### config.mk
export PLATFORM = sky130hd
export DESIGN_NAME = sorted_job_queue
export DESIGN_NICKNAME = d
export VERILOG_FILES = /design/src/hdl/sjq_pkg.sv /design/src/hdl/sorted_job_queue.sv /design/src/hdl/sjq_cell.sv
export VERILOG_INCLUDE_DIRS = /design/src /design/src/hdl
export SDC_FILE = /design/constraint.sdc
export NUM_CORES = 2
export LEC_CHECK = 0
export ABC_CLOCK_PERIOD_IN_PS = 12500
export BUFFER_PORTS_ARGS = -buffer_cell sky130_fd_sc_hd__buf_2
export CAP_MARGIN = 40
export CORE_ASPECT_RATIO = 1.2
export CORE_UTILIZATION = 50
export DETAILED_ROUTE_END_ITERATION = 10
export PLACE_DENSITY = 0.63
export SYNTH_ARGS = -nofsm -noshare
export SYNTH_HDL_FRONTEND = slang
export SYNTH_SLANG_ARGS = --single-unit
### constraint.sdc
create_clock -name clk_i -period 12.5 [get_ports clk_i]
set_clock_uncertainty 0.05 [all_clocks]
set_input_delay 2.5 -clock clk_i [delete_from_list [all_inputs] [get_ports clk_i]]
set_output_delay 2.5 -clock clk_i [all_outputs]
set_load 0.02 [all_outputs]
### src/hdl/sorted_job_queue_macros.svh
// Assertion macros for the sorted job queue RTL.
`ifndef SORTED_JOB_QUEUE_MACROS_SVH
`define SORTED_JOB_QUEUE_MACROS_SVH

// Checked only while out of reset.
`define SJQ_ASSERT(lbl, prop, msg) \
  lbl: assert property (@(posedge clk_i) disable iff (!rst_ni) prop) else $error(msg);

// Checked on every edge, reset included.
`define SJQ_ASSERT_ALWAYS(lbl, prop, msg) \
  lbl: assert property (@(posedge clk_i) prop) else $error(msg);

`endif

### src/hdl/sjq_pkg.sv
// Types and constants for the sorted job queue.
package sjq_pkg;

  localparam int unsigned SJQ_DEPTH = 16;

  localparam logic OP_PUSH = 1'b0;
  localparam logic OP_POP  = 1'b1;

  typedef enum logic [1:0] {
    ST_PUSHED = 2'd0,
    ST_POPPED = 2'd1,
    ST_EMPTY  = 2'd2,
    ST_FULL   = 2'd3
  } status_e;

  typedef struct packed {
    logic [15:0] key;
    logic [15:0] id;
    logic [31:0] arrival;
    logic [7:0]  serial;
    logic [31:0] runtime;
    logic [7:0]  prio;
  } job_t;

  // Broadcast to every cell of the row.
  typedef struct packed {
    logic push;
    logic pop;
    job_t job;
  } cell_cmd_t;

endpackage

### src/hdl/sorted_job_queue.sv
// Sorted job queue top level: a row of shifting cells ordered by memory need.
//
// Input channel: in_valid_i / in_stall_o carry one transaction per accepted
// edge, either a push of a job record or a pop of the smallest-memory job.
// Output channel: out_valid_o / out_stall_i return exactly one result per
// transaction: a status code, the popped job fields (zero unless a job was
// popped) and the occupancy after the operation.
// The result lands in the output register in the cycle after acceptance.
// Throughput is one transaction per cycle unless the receiver stalls: every
// cell compares its key with the pushed key in parallel and the row shifts
// right on insert, left on pop, in that same cycle, so the cells set the rate.
// A push into a full queue and a pop of an empty one leave the queue alone and
// report it in the status.
// While the receiver stalls with a result pending, in_stall_o is raised and the
// result is held; a new transaction is taken in the cycle the result leaves.
// Reset empties the queue (fill count zero) and drops any pending result; the
// stored records need no clearing since only occupied slots are ever read.
`include "sorted_job_queue_macros.svh"

module sorted_job_queue import sjq_pkg::*; #(
  parameter int unsigned QUEUE_DEPTH = SJQ_DEPTH
) (
  input  logic        clk_i,
  input  logic        rst_ni,
  input  logic        in_valid_i,
  output logic        in_stall_o,
  input  logic        operation_i,
  input  logic [15:0] job_id_i,
  input  logic [31:0] arrival_i,
  input  logic [15:0] memory_need_i,
  input  logic [7:0]  serial_need_i,
  input  logic [31:0] run_length_i,
  input  logic [7:0]  job_priority_i,
  output logic        out_valid_o,
  input  logic        out_stall_i,
  output logic [1:0]  status_o,
  output logic [15:0] out_job_id_o,
  output logic [31:0] out_arrival_o,
  output logic [15:0] out_memory_need_o,
  output logic [7:0]  out_serial_need_o,
  output logic [31:0] out_run_length_o,
  output logic [7:0]  out_priority_o,
  output logic [4:0]  occupancy_o
);

  localparam int unsigned CW = $clog2(QUEUE_DEPTH + 1);

  logic          accept;
  logic          full, empty;
  logic [CW-1:0] count_q, count_d;
  cell_cmd_t     cmd;
  job_t          new_job;
  job_t          job_w [QUEUE_DEPTH];
  logic          t_w   [QUEUE_DEPTH];

  logic          out_valid_q, out_valid_d;
  status_e       status_q, status_d;
  job_t          out_job_q, out_job_d;
  logic [CW-1:0] occ_q, occ_d;
  logic [CW+4:0] occ_ext;

  assign in_stall_o = out_valid_q && out_stall_i;
  assign accept     = in_valid_i && !in_stall_o;
  assign full       = (count_q == CW'(QUEUE_DEPTH));
  assign empty      = (count_q == '0);

  assign new_job.key     = memory_need_i;
  assign new_job.id      = job_id_i;
  assign new_job.arrival = arrival_i;
  assign new_job.serial  = serial_need_i;
  assign new_job.runtime = run_length_i;
  assign new_job.prio    = job_priority_i;

  assign cmd.push = accept && (operation_i == OP_PUSH) && !full;
  assign cmd.pop  = accept && (operation_i == OP_POP) && !empty;
  assign cmd.job  = new_job;

  for (genvar i = 0; i < QUEUE_DEPTH; i++) begin : g_cell
    logic occ;
    logic prev_t;
    job_t left_job;
    job_t right_job;

    assign occ = (CW'(i) < count_q);

    if (i == 0) begin : g_first
      assign prev_t   = 1'b0;
      assign left_job = '0;
    end else begin : g_mid
      assign prev_t   = t_w[i-1];
      assign left_job = job_w[i-1];
    end

    if (i == QUEUE_DEPTH - 1) begin : g_last
      assign right_job = '0;
    end else begin : g_notlast
      assign right_job = job_w[i+1];
    end

    sjq_cell u_cell (
      .clk_i       (clk_i),
      .cmd_i       (cmd),
      .occ_i       (occ),
      .prev_t_i    (prev_t),
      .left_job_i  (left_job),
      .right_job_i (right_job),
      .t_o         (t_w[i]),
      .job_o       (job_w[i])
    );
  end

  always_comb begin
    count_d = count_q;
    if (cmd.push) begin
      count_d = count_q + 1'b1;
    end else if (cmd.pop) begin
      count_d = count_q - 1'b1;
    end
  end

  always_comb begin
    out_valid_d = out_valid_q;
    status_d    = status_q;
    out_job_d   = out_job_q;
    occ_d       = occ_q;
    if (accept) begin
      out_valid_d = 1'b1;
      out_job_d   = '0;
      occ_d       = count_d;
      if (operation_i == OP_PUSH) begin
        status_d = full ? ST_FULL : ST_PUSHED;
      end else if (empty) begin
        status_d = ST_EMPTY;
      end else begin
        status_d  = ST_POPPED;
        out_job_d = job_w[0];
      end
    end else if (out_valid_q && !out_stall_i) begin
      out_valid_d = 1'b0;
    end
  end

  always_ff @(posedge clk_i or negedge rst_ni) begin
    if (!rst_ni) begin
      count_q     <= '0;
      out_valid_q <= 1'b0;
    end else begin
      count_q     <= count_d;
      out_valid_q <= out_valid_d;
    end
  end

  always_ff @(posedge clk_i) begin
    status_q  <= status_d;
    out_job_q <= out_job_d;
    occ_q     <= occ_d;
  end

  assign occ_ext = {5'b0, occ_q};

  assign out_valid_o       = out_valid_q;
  assign status_o          = status_q;
  assign out_job_id_o      = out_job_q.id;
  assign out_arrival_o     = out_job_q.arrival;
  assign out_memory_need_o = out_job_q.key;
  assign out_serial_need_o = out_job_q.serial;
  assign out_run_length_o  = out_job_q.runtime;
  assign out_priority_o    = out_job_q.prio;
  assign occupancy_o       = occ_ext[4:0];

  `SJQ_ASSERT(a_count_bound, (count_q <= CW'(QUEUE_DEPTH)), "fill count beyond depth")
  `SJQ_ASSERT(a_push_grows, (cmd.push |=> (count_q == $past(count_q) + 1'b1)), "push lost")
  `SJQ_ASSERT(a_empty_zero, ((out_valid_q && (status_q == ST_EMPTY)) |-> (occ_q == '0)), "empty pop with jobs held")
  // The flop is checked as clear only from the edge after reset is sampled low.
  `SJQ_ASSERT_ALWAYS(a_rst_clear, (!rst_ni |=> !out_valid_q), "result pending in reset")

endmodule

### src/hdl/sjq_cell.sv
// One slot of the sorted row: holds a job and shifts with its neighbours.
module sjq_cell import sjq_pkg::*; (
  input  logic      clk_i,
  input  cell_cmd_t cmd_i,
  input  logic      occ_i,
  input  logic      prev_t_i,
  input  job_t      left_job_i,
  input  job_t      right_job_i,
  output logic      t_o,
  output job_t      job_o
);

  job_t job_q, job_d;
  logic t;

  // An empty slot or a key not below the new one marks the insertion point
  // or a slot that moves right.
  assign t = !occ_i || (job_q.key >= cmd_i.job.key);

  always_comb begin
    job_d = job_q;
    if (cmd_i.push) begin
      if (t && !prev_t_i) begin
        job_d = cmd_i.job;
      end else if (prev_t_i) begin
        job_d = left_job_i;
      end
    end else if (cmd_i.pop) begin
      job_d = right_job_i;
    end
  end

  always_ff @(posedge clk_i) begin
    job_q <= job_d;
  end

  assign t_o   = t;
  assign job_o = job_q;

endmodule

# After elaboration in Yosys (flattened, before gate mapping)

Cells that the tools add are included.

Add/subtract/negate cells: 2
Magnitude comparators: 32
Equality and inequality tests: 17
Mux-type cells: 70
Bitwise gates (word level): 1
Reductions and logical operators: 93

Operators with widths:

| operator              | count |
|---|---|
| $mux W112             | 63 |
| $ge A16 B16 Y1        | 16 |
| $ne A3 B1 Y1 const B  | 15 |
| $lt A4 B5 Y1 const A  | 8 |
| $logic_not A1 Y1      | 35 |
| $reduce_and A2 Y1     | 16 |
| $logic_and A1 B1 Y1   | 22 |
| $lt A3 B5 Y1 const A  | 4 |
| $logic_or A1 B1 Y1    | 16 |
| $lt A1 B5 Y1 const A  | 2 |
| $lt A2 B5 Y1 const A  | 2 |
| $mux W5               | 2 |
| $mux W2               | 3 |
| $add A5 B1 Y5 const B | 1 |
| $eq A5 B5 Y1 const B  | 1 |
| $logic_not A5 Y1      | 1 |
| $sub A5 B1 Y5 const B | 1 |
| $reduce_bool A2 Y1    | 2 |
| $mux W1               | 2 |
| $ne A2 B1 Y1 const B  | 1 |
| $reduce_or A2 Y1      | 1 |
| $not A1 Y1            | 1 |

Bits in registers: 1917

# Logic depth before layout (Yosys ltp)

Depth in word-level cells: 7
Mapped depth: 13

# Cells and area by module

A second synthesis with hierarchy kept.

Cell total of the unflattened synthesis: 15458
Area total of the unflattened synthesis: 133884.7 µm²

Modules (own cells, without submodules):

| module                            | times used | cells an instance | area an instance (µm²) | seq. area each (µm²) |
|---|---|---|---|---|
| sjq_cell at g_cell[15].u_cell ... | 10         | 946               | 8176.6                 | 3363.2 |
| sjq_cell at g_cell[0].u_cell ...  | 6          | 946               | 7865.0                 | 3363.2 |
| sorted_job_queue                  | 1          | 322               | 4928.5                 | 3723.6 |

# Least setup slack after synthesis

OpenSTA, ideal clock, no wires.

Path type: input-to-reg
From: input out_stall_i
To: register g_cell[2].u_cell.job_q, in the netlist g_cell[2].u_cell.job_o[0] (enable)
Arrival time: 11759 ps
Required time: 11800 ps
Setup slack: 41 ps
Stages: 6
Buffers on the path: 1
Cell sequence: nand2_1 > nand2_1 > inv_1 > o21ai_1 > clkbuf_1 > a31oi_1

Longest elaborated chain between the ends: 7

RTL lines:

| element                                                                    | line                                           | RTL |
|---|---|---|
| start: declaration                                                         | sorted_job_queue.sv:35                         | `input logic out_stall_i,` |
| $logic_and A1 B1 Y1 *                                                      | sorted_job_queue.sv:62                         | `assign in_stall_o = out_valid_q && out_stall_i;` |
| $logic_not A1 Y1 *                                                         | sorted_job_queue.sv:63                         | `assign accept = in_valid_i && !in_stall_o;` |
| $logic_and A1 B1 Y1 *                                                      | sorted_job_queue.sv:63                         |  |
| net accept                                                                 | sorted_job_queue.sv:48                         | `logic accept;` |
| $logic_and A1 B1 Y1 (on tied branches) (2 in a row)                        | sorted_job_queue.sv:74, sorted_job_queue.sv:75 |  |
| $ne A3 B1 Y1 (no source line) / $reduce_bool A2 Y1 (equally long branches) | -                                              |  |
| $reduce_and A2 Y1 (no source line) *                                       | -                                              |  |
| end signal: assignment                                                     | sjq_cell.sv:34                                 | `job_q <= job_d;` |
| end: declaration                                                           | sjq_cell.sv:13                                 | `job_t job_q, job_d;` |

The timed path passes the listed nets; every way through them passes the cells marked *.
A chain may end at the register's enable or synchronous reset.

==> flow_summary.yaml <==
worst_setup_path:
  cp.required_ns: 13.03
  cpLargestDelayFamily: "buffers and inverters"
  endpoint_kind: "flip-flop"
  startpoint_type: "input port"
  cp.buffers_inverters: 4
  max_stage_delay_ns: 0.89
  worstPathMaxFanout: 70
  cp.arrival_ns: 7.52
  crit_chain: "buf_2 > inv_1 > ha_1 > nand2_1 > o21a_1 > nor2_1 > a2111oi_2 > and2_4 > buf_4 > or2_4 > buf_12 > o221ai_1"
  cp_slowest_cell: "or2_4"
  worstSetupPathType: "input port to flip-flop"
floorplanning:
  rows: 176
  die_h_um: 485
  die-area_sq_mm: 0.196
  die_w_um: 405
  io_pins: 238
  coreArea_sq_mm: 0.192
  start_util_pct: 50.5
synth:
  ys_types: 62
  synth.area.top_cells: "edfxtp_1 59%, o211ai_1 12%, nand2_1 7.9%, nand3_1 7.6%, ha_1 3.3%"
  synthTopCellsByCount: "2,045 x nand2_1, 1,911 x edfxtp_1, 1,580 x o211ai_1, 1,470 x nand3_1, 570 x clkbuf_1"
  async_reset_ff_share_pct: 0.313
  synth_most_common_cell: "nand2_1"
  syn-instance-count: 8922
  ys.flop_type: "edfxtp_1"
  synthMuxAreaShare_pct: 1.17
  synthXorXnorAreaFrac_pct: 0.0270
  yosysTopAreaCell: "edfxtp_1"
  yosysSeqAreaShare_pct: 59.2
  synth-compound-area-share_pct: 15.2
  synthAdderAreaFrac_pct: 3.33
  syn_area_sq_mm: 0.0973
  synth_top_family_by_area: "simple AND/OR/NAND/NOR gates"
  ys_warn_count: 0
  synth.top_cell.area_share_pct: 59.0
  synth_edf_count: 1911
  synth_seq_cells: 1917
  syn_avg_cell_area_sq_um: 10.9
  yosys.area_share.simple_pct: 17.0
  syn_nets: 9298
cts:
  root_buffer: "clkbuf_16"
  numClockSinks: 1917
  path_clk_slew_ns: 0.06
  hold_buffers: 0
  clockBufferDepth: 3
  cts_buffers: 197
  cts_resized: 0
  cts_tree: "done"
  cts.htree.levels: 4
  cts_setup_buffers: 0
  clock_latency_ns: 0.87
grt:
  grt_pass1_wl_mm: 451
  grt_overflow: 0
  grt_pass1_vias: 73500
  grt_usage_pct: 29.4
  antenna_found_initial: 8
  grt_start_max_net_pins: 249
timing:
  finalHoldViolations: 0
  max_slew_margin_pct: 23.2
  worst_pin_slew_ns: 1.15
  period_needed_ns: 7.00
  setup_viol: 0
  max_freq_ghz: 0.143
  setup-tns-final_ns: 0
  rsz0062_at_grt: "false"
  maxSlewViolCount: 0
  min_period_over_period_pct: 56.0
power_and_ir_drop:
  seq_power_share_pct: 43.4
  clkPwrFrac_pct: 29.8
  switchingPower_w: 0.00707
  p_sw_share_pct: 36.2
  pwr-share-comb_pct: 26.9
  peakVddDrop_v: 0.000260
  leakagePower_nw: 37.8
  internal_power_w: 0.0125
  powerDensity_mw_per_mm2: 184
  p_total_w: 0.0195
route:
  dr.pass1.iters: 8
  vias: 75500
  drt_iter0_drc: 8720
  routed_wl_mm: 294
  route.detailed.drc: 0
  drt-vias-per-instance: 6.63
  wl_per_cell_um: 25.8
  drtAntennaViolNets: 0
cells_and_area:
  drive_gt1_share_pct: 9.04
  area_growth_pct: 9.32
  fillers: 16600
  fin_nets: 8995
  final_core_util_pct: 55.2
  fin_area_sq_mm: 0.106
  stdcell_count: 11400
placed_design:
  dpl_cell_area_sq_mm: 0.100
  dp.cells: 11000
  place.gp.congestion: 0.884
  port_buffers: 237
  dp_hpwl_mm: 166
min_path:
  hold_path_class: "flip-flop to flip-flop"
run:
  cap_violations: 0
run_status:
  status: "finished clean"
[final timing paths]
check,endpoint,cells past startpoint,from,slack [ns]
setup / recovery,g_cell[10].u_cell.job_o[96]$_DFFE_PP_,12,memory_need_i[10],5.50
hold / removal,g_cell[14].u_cell.job_o[64]$_DFFE_PP_,2,g_cell[15].u_cell.job_o[64]$_SDFFCE_PN0P_,0.49
setup reg to reg,g_cell[14].u_cell.job_o[100]$_DFFE_PP_,9,count_q[1]$_DFF_PN0_,6.92
hold reg to reg,g_cell[14].u_cell.job_o[64]$_DFFE_PP_,2,g_cell[15].u_cell.job_o[64]$_SDFFCE_PN0P_,0.49
max in group asynchronous,count_q[3]$_DFF_PN0_,1,rst_ni,10.84
min in group asynchronous,out_valid_o$_DFFE_PN0P_,1,rst_ni,1.41
[per-layer routing]
layer	routed length, um	vias up	track usage, %
li1	-	33300	-
met1	124000	38200	41.6
met2	139000	3450	47.2
met3	23200	476	3.96
met4	7760	4	8.16
met5	27	-	0
[flip-flops by register name, indices dropped and copies added (netlist names)]
name and count:
count_q 5, g_cell.u_cell.job_o 1792, occupancy_o 5, out_arrival_o 32, out_job_id_o 16, out_memory_need_o 16
out_priority_o 8, out_run_length_o 32, out_serial_need_o 8, out_valid_o 1, status_o 2
[worst reg2reg max path, cell delays in order, from the launching register on]
cell and delay (ns):
dfrtp_1 0.69, inv_1 0.18, ha_1 0.27, nor3b_1 0.20, a21oi_2 0.43, and2_4 0.69
buf_4 0.80, buf_4 0.85, nand2_1 0.78, o211ai_1 0.45
[power by group through the flow]
stage	Clock, W	Combinational [W]	Sequential (W)
detailed placement	0	0.00515	0.00858
floorplan	0	0.00336	0.00859
finish	0.00581	0.00525	0.00847
global placement	0	0.00493	0.00857
global route	0.00613	0.00556	0.00853
CTS	0.00590	0.00516	0.00846
[area by class of cell]
class / count / area [sq um] / area share [%]
Multi-Input combinational cell: 6068 / 36100 / 33.9
Tap cell: 2581 / 3230 / 3.04
Sequential cell: 1917 / 57500 / 54.1
Clock buffer: 250 / 5150 / 4.84
Antenna cell: 4 / 10.0 / 0.00942
Clock inverter: 117 / 1000 / 0.943
Timing Repair Buffer: 397 / 3170 / 2.98
Inverter: 38 / 148 / 0.139
[kinds of logic (layout without fill, tap and decap cells)]
| logic type | after synthesis | count (layout) |
|---|---|---|
| AND/OR/NAND/NOR | 3759 | 3759 |
| buffers and inverters | 937 | 802 |
| adder cells (fa/ha/maj) | 259 | 259 |
| XOR/XNOR | 3 | 3 |
| other | 0 | 4 |
| multiplexers | 114 | 114 |
| AO/OA/AOI/OAI | 1933 | 1933 |
| flip-flops | 1917 | 1917 |
[layout by cell type, fill, tap and decap left out, drive strengths merged, types with 14 or more instances in the layout]
cell type | Yosys | final
o221ai | 16 | 16
nand2b | 15 | 15
nor2b | 14 | 14
clkbuf | 570 | 250
o21ai | 36 | 36
inv | 38 | 46
buf | 329 | 397
clkinv | 0 | 95
a21o | 50 | 50
nand4 | 32 | 32
a21oi | 79 | 79
o211ai | 1676 | 1676
mux2i | 113 | 113
a31oi | 16 | 16
nand3 | 1470 | 1470
nor2 | 29 | 29
and3 | 117 | 117
nand2 | 2045 | 2045
edfxtp | 1911 | 1911
ha | 259 | 259
[per-stage QoR]
step / setup slack [ns] / hold WS [ns]
2_1_floorplan: 0.0412 / 0.464
3_3_place_gp: 4.80 / 0.469
3_5_place_dp: 4.77 / 0.478
4_1_cts: 5.66 / 0.487
5_1_grt: 5.40 / 0.510
6_report: 5.50 / 0.490
No activity file was read; power rests on OpenSTA's default activity.
